File: config.mk
export PLATFORM = sky130hd
export DESIGN_NAME = weighted_transform_picker
export DESIGN_NICKNAME = d
export VERILOG_FILES = /design/src/rtl/wtp_pkg.sv /design/src/rtl/wtp_cfg.sv /design/src/rtl/weighted_transform_picker.sv
export SDC_FILE = /design/constraint.sdc
export NUM_CORES = 1
export LEC_CHECK = 0
export ABC_AREA = 1
export BUFFER_PORTS_ARGS = -buffer_cell sky130_fd_sc_hd__buf_2
export CORE_ASPECT_RATIO = 0.6
export CORE_MARGIN = 4
export CORE_UTILIZATION = 29
export DETAILED_ROUTE_END_ITERATION = 8
export GPL_ROUTABILITY_DRIVEN = 1
export PLACE_DENSITY = 0.5
export SLEW_MARGIN = 20
export SYNTH_ARGS = -nofsm -noshare
export SYNTH_HDL_FRONTEND = slang
export SYNTH_SLANG_ARGS = --single-unit
File: constraint.sdc
create_clock -name i_clk -period 11.9 [get_ports i_clk]
set_input_delay 0.595 -clock i_clk [delete_from_list [all_inputs] [get_ports i_clk]]
set_output_delay 0.595 -clock i_clk [all_outputs]
set_load 0.1 [all_outputs]
File: src/rtl/wtp_pkg.sv
package wtp_pkg;

    // field widths fixed by the interface
    localparam int WEIGHT_W  = 16;
    localparam int GRAIN_W   = 14;
    localparam int CHOSEN_W  = 3;
    localparam int REG_COUNT = 8;
    localparam int IDX_W     = 3;
    localparam int ADDR_W    = 5;
    localparam int APB_W     = 32;
    localparam int S_DATA_W  = 16;
    localparam int M_DATA_W  = 8;

    // static selection info derived from the weight registers
    typedef struct packed {
        logic [CHOSEN_W-1:0] last_nz;  // highest transform with a nonzero weight
        logic                none;     // all active weights are zero
    } t_sel_ctl;

endpackage

File: src/rtl/wtp_cfg.sv
module wtp_cfg #(
    parameter int NUM_WEIGHTS = 8,
    parameter int SUM_W       = 19
) (
    input  logic                        i_clk,
    input  logic                        i_rst_n,
    input  logic                        psel,
    input  logic                        penable,
    input  logic                        pwrite,
    input  logic [wtp_pkg::ADDR_W-1:0]  paddr,
    input  logic [wtp_pkg::APB_W-1:0]   pwdata,
    output logic [wtp_pkg::APB_W-1:0]   prdata,
    output logic                        pready,
    output logic [SUM_W-1:0]            o_prefix [NUM_WEIGHTS],
    output wtp_pkg::t_sel_ctl           o_ctl
);
    import wtp_pkg::*;

    logic [WEIGHT_W-1:0] r_weight [REG_COUNT];
    logic [WEIGHT_W-1:0] n_weight [REG_COUNT];
    logic [SUM_W-1:0]    r_prefix [NUM_WEIGHTS];
    logic [SUM_W-1:0]    n_prefix [NUM_WEIGHTS];
    t_sel_ctl            r_ctl;
    t_sel_ctl            n_ctl;
    logic [SUM_W-1:0]    acc;
    logic [IDX_W-1:0]    wr_idx;
    logic                wr_en;

    assign pready = 1'b1;
    assign wr_idx = paddr[ADDR_W-1:2];
    assign wr_en  = psel && penable && pwrite;

    // register read
    assign prdata = {{(APB_W-WEIGHT_W){1'b0}}, r_weight[wr_idx]};

    // weights after this cycle's write
    always_comb begin
        for (int k = 0; k < REG_COUNT; k++) begin
            n_weight[k] = r_weight[k];
        end
        if (wr_en) begin
            n_weight[wr_idx] = pwdata[WEIGHT_W-1:0];
        end
    end

    // running prefix sums and highest nonzero weight
    always_comb begin
        acc           = '0;
        n_ctl.last_nz = '0;
        for (int j = 0; j < NUM_WEIGHTS; j++) begin
            acc         = acc + SUM_W'(n_weight[j]);
            n_prefix[j] = acc;
            if (n_weight[j] != '0) begin
                n_ctl.last_nz = CHOSEN_W'(j);
            end
        end
        n_ctl.none = (acc == '0);
    end

    always_ff @(posedge i_clk) begin
        if (!i_rst_n) begin
            for (int k = 0; k < REG_COUNT; k++) begin
                r_weight[k] <= '0;
            end
            for (int j = 0; j < NUM_WEIGHTS; j++) begin
                r_prefix[j] <= '0;
            end
            r_ctl.last_nz <= '0;
            r_ctl.none    <= 1'b1;
        end else begin
            r_weight <= n_weight;
            r_prefix <= n_prefix;
            r_ctl    <= n_ctl;
        end
    end

    assign o_prefix = r_prefix;
    assign o_ctl    = r_ctl;

endmodule

File: src/rtl/weighted_transform_picker.sv
// Weighted transform picker. Each 14-bit grain index beat on the slave stream
// yields one beat on the master stream naming the transform j, the smallest
// for which grain * (sum of weights) < TABLE_SIZE * (weights 0..j); a zero
// weight is never picked, a grain at or above TABLE_SIZE saturates to the
// highest nonzero-weight transform, and with all weights zero no_weight (tuser)
// is 1 and chosen is 0. The block takes one beat per clock unless the master
// stream back-pressures. The grain lands in an input register. The
// grain-times-sum product, the prefix compares and the priority pick then run
// as one combinational pass into the result register, which drives the master
// stream. Stalls come only from master back-pressure.
// Weights are written over the APB port at byte address 4*i. The prefix sums
// are rebuilt in the same edge as the write, so beats may follow right after
// configuration; write weights only while no beat is in flight.
module weighted_transform_picker #(
    parameter int TABLE_SIZE  = 16384,
    parameter int NUM_WEIGHTS = 8
) (
    input  logic                          i_clk,
    input  logic                          i_rst_n,
    // apb configuration
    input  logic                          psel,
    input  logic                          penable,
    input  logic                          pwrite,
    input  logic [wtp_pkg::ADDR_W-1:0]    paddr,
    input  logic [wtp_pkg::APB_W-1:0]     pwdata,
    output logic [wtp_pkg::APB_W-1:0]     prdata,
    output logic                          pready,
    // slave stream
    input  logic                          i_s_tvalid,
    output logic                          o_s_tready,
    input  logic [wtp_pkg::S_DATA_W-1:0]  i_s_tdata,   // [13:0] grain_index
    // master stream
    output logic                          o_m_tvalid,
    input  logic                          i_m_tready,
    output logic [wtp_pkg::M_DATA_W-1:0]  o_m_tdata,   // [2:0] chosen
    output logic [0:0]                    o_m_tuser    // [0] no_weight
);
    import wtp_pkg::*;

    localparam int SUM_W = WEIGHT_W + $clog2(NUM_WEIGHTS);
    localparam int TS_W  = $clog2(TABLE_SIZE + 1);
    localparam int LHS_W = GRAIN_W + SUM_W;
    localparam int CMP_W = SUM_W + ((TS_W > GRAIN_W) ? TS_W : GRAIN_W);

    logic [SUM_W-1:0]    prefix [NUM_WEIGHTS];
    t_sel_ctl            ctl;

    logic                r_v1, r_v2;
    logic                rdy1, rdy2;
    logic [GRAIN_W-1:0]  r_grain;
    logic [LHS_W-1:0]    lhs;
    logic [CHOSEN_W-1:0] r_chosen;
    logic                r_none;
    logic [CHOSEN_W-1:0] n_chosen;
    logic [NUM_WEIGHTS-1:0] hit;

    wtp_cfg #(
        .NUM_WEIGHTS (NUM_WEIGHTS),
        .SUM_W       (SUM_W)
    ) u_cfg (
        .i_clk    (i_clk),
        .i_rst_n  (i_rst_n),
        .psel     (psel),
        .penable  (penable),
        .pwrite   (pwrite),
        .paddr    (paddr),
        .pwdata   (pwdata),
        .prdata   (prdata),
        .pready   (pready),
        .o_prefix (prefix),
        .o_ctl    (ctl)
    );

    // per-stage ready, bubbles collapse
    assign rdy2       = !r_v2 || i_m_tready;
    assign rdy1       = !r_v1 || rdy2;
    assign o_s_tready = rdy1;

    // grain times total weight
    assign lhs = LHS_W'(r_grain) * LHS_W'(prefix[NUM_WEIGHTS-1]);

    // threshold compare and priority pick
    always_comb begin
        for (int j = 0; j < NUM_WEIGHTS; j++) begin
            hit[j] = CMP_W'(lhs) < (CMP_W'(TABLE_SIZE) * CMP_W'(prefix[j]));
        end
        n_chosen = ctl.last_nz;
        for (int j = NUM_WEIGHTS - 1; j >= 0; j--) begin
            if (hit[j]) begin
                n_chosen = CHOSEN_W'(j);
            end
        end
        if (ctl.none) begin
            n_chosen = '0;
        end
    end

    // valid bits
    always_ff @(posedge i_clk) begin
        if (!i_rst_n) begin
            r_v1 <= 1'b0;
            r_v2 <= 1'b0;
        end else begin
            if (rdy1) begin
                r_v1 <= i_s_tvalid;
            end
            if (rdy2) begin
                r_v2 <= r_v1;
            end
        end
    end

    // payload stages
    always_ff @(posedge i_clk) begin
        if (rdy1 && i_s_tvalid) begin
            r_grain <= i_s_tdata[GRAIN_W-1:0];
        end
        if (rdy2 && r_v1) begin
            r_chosen <= n_chosen;
            r_none   <= ctl.none;
        end
    end

    assign o_m_tvalid = r_v2;
    assign o_m_tdata  = {{(M_DATA_W-CHOSEN_W){1'b0}}, r_chosen};
    assign o_m_tuser  = r_none;

endmodule

## Word-level counts from Yosys, hierarchy flattened

Cells that the tools add are included.

| storage, ports and cells | value |
|---|---|
| logic and storage cells | 85 |
| flip-flop bits (word level) | 288 |
| input port bits | 60 |

| cells by class | value |
|---|---|
| mux-type cells | 21 |
| add/subtract/negate cells | 7 |
| reduce and logical (&&, ||, !) cells | 20 |
| $lt $le $gt $ge | 10 |
| multiply operators | 1 |
| bitwise operators | 1 |

Operators with widths:

| operator | count |
|---|---|
| 33-bit less-than comparator | 8 |
| 128-bit bitwise mux | 1 |
| 128-bit 2-to-1 mux | 1 |
| 19-bit by 16-bit adder with 19-bit output | 6 |
| 16-bit nonzero test | 7 |
| 16-bit binary-select mux with 3-bit select | 1 |
| 16-bit demux with 3-bit select | 1 |
| 16-bit 2-to-1 mux | 3 |
| 14-bit by 19-bit multiplier with 33-bit output | 1 |
| 3-bit 2-to-1 mux | 8 |
| 19-bit zero test | 1 |
| 16-bit by 16-bit adder with 17-bit output | 1 |
| 2-bit 2-to-1 mux | 4 |
| 1-bit logical AND | 5 |
| 5-bit OR reduction | 1 |
| 4-bit greater-or-equal comparator (second input constant) | 1 |
| 4-bit by 1-bit less-than comparator with 1-bit output (second input constant) | 1 |
| 3-bit inverter with 4-bit output | 1 |
| 3-bit OR reduction | 1 |
| 1-bit zero test | 2 |
| 1-bit logical OR | 2 |
| 1-bit 2-to-1 mux | 2 |
| 2-bit OR reduction | 1 |

## Longest topological paths before layout

| depth | value |
|---|---|
| word-level depth | 15 |
| depth in mapped cells | 61 |
| gate-level depth less buffers | 61 |

## By module

Synthesis repeated with hierarchy kept, for this count alone.

| second synthesis, totals | value |
|---|---|
| cells, all modules | 4162 |
| area total of the unflattened synthesis | 29164.2 µm² |

By module, submodules not included:

| module | sequential area each (µm²) | area an instance (µm²) | times used | cells each |
|---|---|---|---|---|
| wtp_cfg | 5245.0 | 16165.5 | 1 | 2419 |
| weighted_transform_picker | 580.6 | 12998.7 | 1 | 1743 |

## Least setup slack after synthesis

No wires, ideal clock.

| path | value |
|---|---|
| path kind | input-to-reg |
| start | input port paddr[4] in the netlist's numbering |
| end | register u_cfg.r_ctl, in the netlist u_cfg.o_ctl[0] |
| required time | 11.781 ns |
| setup slack | 3.206 ns |
| stages | 52 |
| arrival time | 8.575 ns |
| library setup time | 0.119 ns |
| cell sequence | nor2_1 -> nand2_1 -> nor2_1 -> inv_1 -> clkbuf_1 -> nand2_1 -> nand2_1 -> ha_1 -> a31o_2 -> a21oi_1 -> o21bai_1 -> xor2_1 -> ha_1 -> nand2_1 -> o21ai_0 -> xor2_1 -> ha_1 -> nand2_1 -> (+16 left out) -> inv_1 -> ha_1 -> or2_2 -> nand2_1 -> inv_1 -> ha_1 -> or2_2 -> nand2_1 -> inv_1 -> ha_1 -> a21oi_1 -> inv_1 -> nand3_1 -> inv_1 -> nand2_1 -> nand2_1 -> nand2_1 -> o21bai_1 |

RTL lines:

| element | RTL line | source |
|---|---|---|
| start, declared | weighted_transform_picker.sv:24 | `input logic [wtp_pkg::ADDR_W-1:0] paddr,` |
| end signal, assigned | wtp_cfg.sv:73 | `r_ctl <= n_ctl;` |
| end, declared | wtp_cfg.sv:23 | `t_sel_ctl r_ctl;` |

## Worst setup path in the final report

| path | value |
|---|---|
| start | register r_grain[13] |
| end | register r_chosen[0], data pin |

| between the ends | value |
|---|---|
| cells in the longest elaborated chain, start to end | 9 |
| elaborated cells on any way between the ends | 17 |
| classes of those cells | 1 x mul; 8 x order compare; 7 x mux; 1 x reduce/logical |

Ends and longest elaborated chain:

| element | RTL line | source |
|---|---|---|
| start, declared | weighted_transform_picker.sv:50 | `logic [GRAIN_W-1:0] r_grain;` |
| start signal, assigned | weighted_transform_picker.sv:116 | `r_grain <= i_s_tdata[GRAIN_W-1:0];` |
| 14-bit by 19-bit multiplier with 33-bit output * | weighted_transform_picker.sv:80 | `assign lhs = LHS_W'(r_grain) * LHS_W'(prefix[NUM_WEIGHTS-1]);` |
| 33-bit less-than comparator | weighted_transform_picker.sv:85 | `hit[j] = CMP_W'(lhs) < (CMP_W'(TABLE_SIZE) * CMP_W'(prefix[j]));` |
| 3-bit 2-to-1 mux (4 in series) | weighted_transform_picker.sv:89 | `if (hit[j]) begin` |
| 2-bit 2-to-1 mux (2 in series) | weighted_transform_picker.sv:89 |  |
| 1-bit 2-to-1 mux | weighted_transform_picker.sv:89 |  |
| end signal, assigned | weighted_transform_picker.sv:119 | `r_chosen <= n_chosen;` |
| end, declared | weighted_transform_picker.sv:52 | `logic [CHOSEN_W-1:0] r_chosen;` |

Mark *: on every way between the ends. The rest lies on a longest branch, timed or not.
A chain may end at the register's enable or synchronous reset.

==> results.toml <==
[timing]
fin_skew_ns = 0.0410
rsz0062_at_grt = "no"
setup_slack_ns = 1.36
hold_violations = 0
post-route-period-util_pct = 88.5
fin_crit_ns = 10.54
relSlewSlack_pct = 35.0
maxSlewViolCount = 0
setup_viol = 0
tightest_slew_ns = 0.976
tns_ns = 0
fmax_mhz = 94.9

[pwr]
total_power_mw = 5.07
ir_drop_uv = 154
p_comb_share_pct = 57.8
power.density_nw_per_um2 = 165
cellLeakagePower_nw = 17.4
p_clk_share_pct = 21.6
p_sw_mw = 2.43
sw_frac_of_total_pct = 48.0
power_frac_seq_pct = 20.6
p_int_mw = 2.64

[logic_synthesis]
synth_compound_area_share_pct = 11.4
ys.warnings.count = 0
synth.avg_cell_area_um2 = 7.14
synth_adder_area_share_pct = 30.3
synth_edf_count = 18
ys_seq_area_share_pct = 20.9
ys_ff_latch = 282
synth_xor_area_share_pct = 3.30
synthSimpleGateAreaFrac_pct = 19.8
synthMuxAreaShare_pct = 0
synthCells = 3902
syn_area_um2 = 27800
synth_top_family_by_area = "adder cells"
ys_async_sr_fraction_pct = 0
synth_top_flop_cell = "dfxtp_1"
synth_cell_types = 49

[placed_design]
gp_congestion = 0.876
dp_hpwl_um = 70900
pre_cts_slack_ns = 1.26
place_area_um2 = 29600
portBuffers = 61

[worst_setup_path]
endpoint_kind = "flip-flop"
crit_top_cell = "nand2_1"
max_stage_delay_ns = 0.93
critPathLaunchType = "flip-flop"
crit_slowest_cell = "edfxtp_1"
crit_path_max_fanout = 19
cp.required_ns = 12.28
path_class = "flip-flop to flip-flop"
crit_arrival_ns = 10.92

[clocking]
clock_latency_ns = 0.59
tritoncts = "done"
clkTransAtPathRegs_ns = 0.06
clock-root-buffer = "clkbuf_16"
htreeDepth = 2
cts_sinks = 282
cts_buffer_depth = 3
cts_buffers = 34
post-cts-setup-buffers = 0
cts_resized = 0
postCtsHoldBufs = 0

[finish]
fin_nets = 4547
final_area_um2 = 30700
final_util_pct = 32.5
drive_gt1_share_pct = 5.10
syn2layout_area_growth_pct = 10.3
nFillCells = 10267

[route]
drtIter0Drc = 2071
drtPass1Iterations = 6
ant_nets = 0
via_per_inst = 4.58
wirelength_um = 87000
wl_per_cell_um = 16.7
vias = 23826
drc = 0

[grt]
use_met3_pct = 3.77
grt_pass1_wl_um = 136000
met1_usage_pct = 28.9
first_global_vias = 22783
grt_remaining_overflow = 0
antenna_found_initial = 1
grt.met2_usage_pct = 21.9
grt_usage_pct = 17.3
busiest_layer = "met1"
grt_max_degree = 105

[floorplan]
core-area_um2 = 94600
die_x_um = 408
fp.dieArea_um2 = 101000
start_util_pct = 29.4
num_rows = 87
chipHeight_um = 248
io_pins = 104

[run]
maxCapViolCount = 0

[status]
status = "complete, no violations"

[min_path]
hold_path.class = "input port to flip-flop"
## worst max-delay path, delay by kind of cell (launching register included)
family          cells  cell delay (ns)
fa+ha+maj           8             3.85
simple gates       13             1.90
buf+inv             5             0.53
compound gates      8             2.52
xor+xnor            1             0.59
flops               1             0.93
## power groups by stage
stage	Sequential (mW)	Clock, mW	Combinational [mW]
floorplan	1.05	0	1.91
global placement	1.07	0	2.87
detailed placement	1.07	0	2.92
CTS	1.04	1.13	2.94
global route	1.05	1.16	3.35
finish	1.05	1.09	2.93
## registers in the layout, indices dropped and copies added, names as in the netlist
| name | cells |
|---|---|
| o_m_tuser | 1 |
| o_m_tvalid | 1 |
| r_chosen | 3 |
| r_grain | 14 |
| r_v1 | 1 |
| u_cfg.o_ctl | 4 |
| u_cfg.o_prefix | 130 |
| u_cfg.r_weight | 128 |
## cell usage after synthesis (all sizes together), types with 3 or more instances
cell	number	area (um^2)
inv	900	3380
nand2	786	2990
nor2	354	1340
ha	345	4320
dfxtp	264	5290
a21oi	248	1240
o21ai	218	1090
fa	206	4120
nand3	113	581
clkbuf	110	413
xor2	79	692
nand4	46	288
buf	26	180
xnor2	26	228
nor3	25	125
o211ai	20	150
edfxtp	18	541
a211oi	15	113
a31oi	14	87.6
nor4	11	68.8
o21bai	10	75.1
a21boi	7	52.6
a21o	7	52.6
a221oi	6	52.6
o221ai	6	52.6
or2	6	37.5
o21a	5	37.5
a2111oi	4	35.0
nand3b	4	30.0
o31ai	4	30.0
o211a	3	30.0
## kinds of logic after synthesis
family                     count (synthesis)
xor gates and xnor gates                 105
buffers and inverters                   1036
and+or+nand+nor                         1351
adders and majority gates                551
other                                      2
DFF                                      282
AOI/OAI and AO/OA                        575
## layout make-up
class	instances	area (um^2)	share of cell area, %
antenna	1	2.50	0.00815
clock inverter	13	174	0.566
tap	1246	1560	5.07
timing repair buffer	114	703	2.29
multi-input combinational	2604	18100	59.0
clock buffer	44	938	3.05
sequential	282	5830	19.0
inverter	900	3390	11.0
## stage by stage
stage,std cells,hold WS (ns)
5_1_grt,5203,0.149
2_1_floorplan,3922,0.408
4_1_cts,5203,0.140
3_3_place_gp,5146,0.462
6_report,5204,0.181
3_5_place_dp,5146,0.476
## routing by layer
layer	vias to the layer above	share of wire, %
met4	0	1.5
li1	12137	-
met2	575	34
met3	69	8.0
met5	-	0
met1	11045	56
## cells in the final DEF, fill, tap and decap left out, types with 4 or more instances in the layout
cell,n
nand3b_1,4
nand3_2,4
nor3_1,25
clkbuf_8,5
edfxtp_1,18
nand2_2,12
buf_2,61
nand4_1,46
clkbuf_1,5
a21oi_1,248
ha_1,345
a21o_1,7
xnor2_1,25
nor2_2,4
o21a_1,5
clkinv_2,5
o21bai_1,10
a221oi_1,6
nand2_1,773
clkbuf_16,34
a31oi_1,14
inv_1,896
o21ai_0,217
xor2_1,79
o221ai_1,6
a21boi_0,7
dfxtp_1,264
nand3_1,109
buf_4,53
a211oi_1,15
or2_2,6
conb_1,22
nor2_1,350
o211ai_1,20
fa_1,206
nor4_1,11
o31ai_1,4
## path summary, 6_finish.rpt
kind / endpoint / cells after the start / slack, ns / from
worst min register to register: o_m_tvalid / 2 / 0.48 / r_v1
worst max-delay path: r_chosen[0] / 35 / 1.36 / r_grain[13]
worst min-delay path: r_grain[9] / 1 / 0.18 / i_s_tdata[9]
worst max register to register: r_chosen[0] / 35 / 1.36 / r_grain[13]
(Power assumes the default switching activity.)
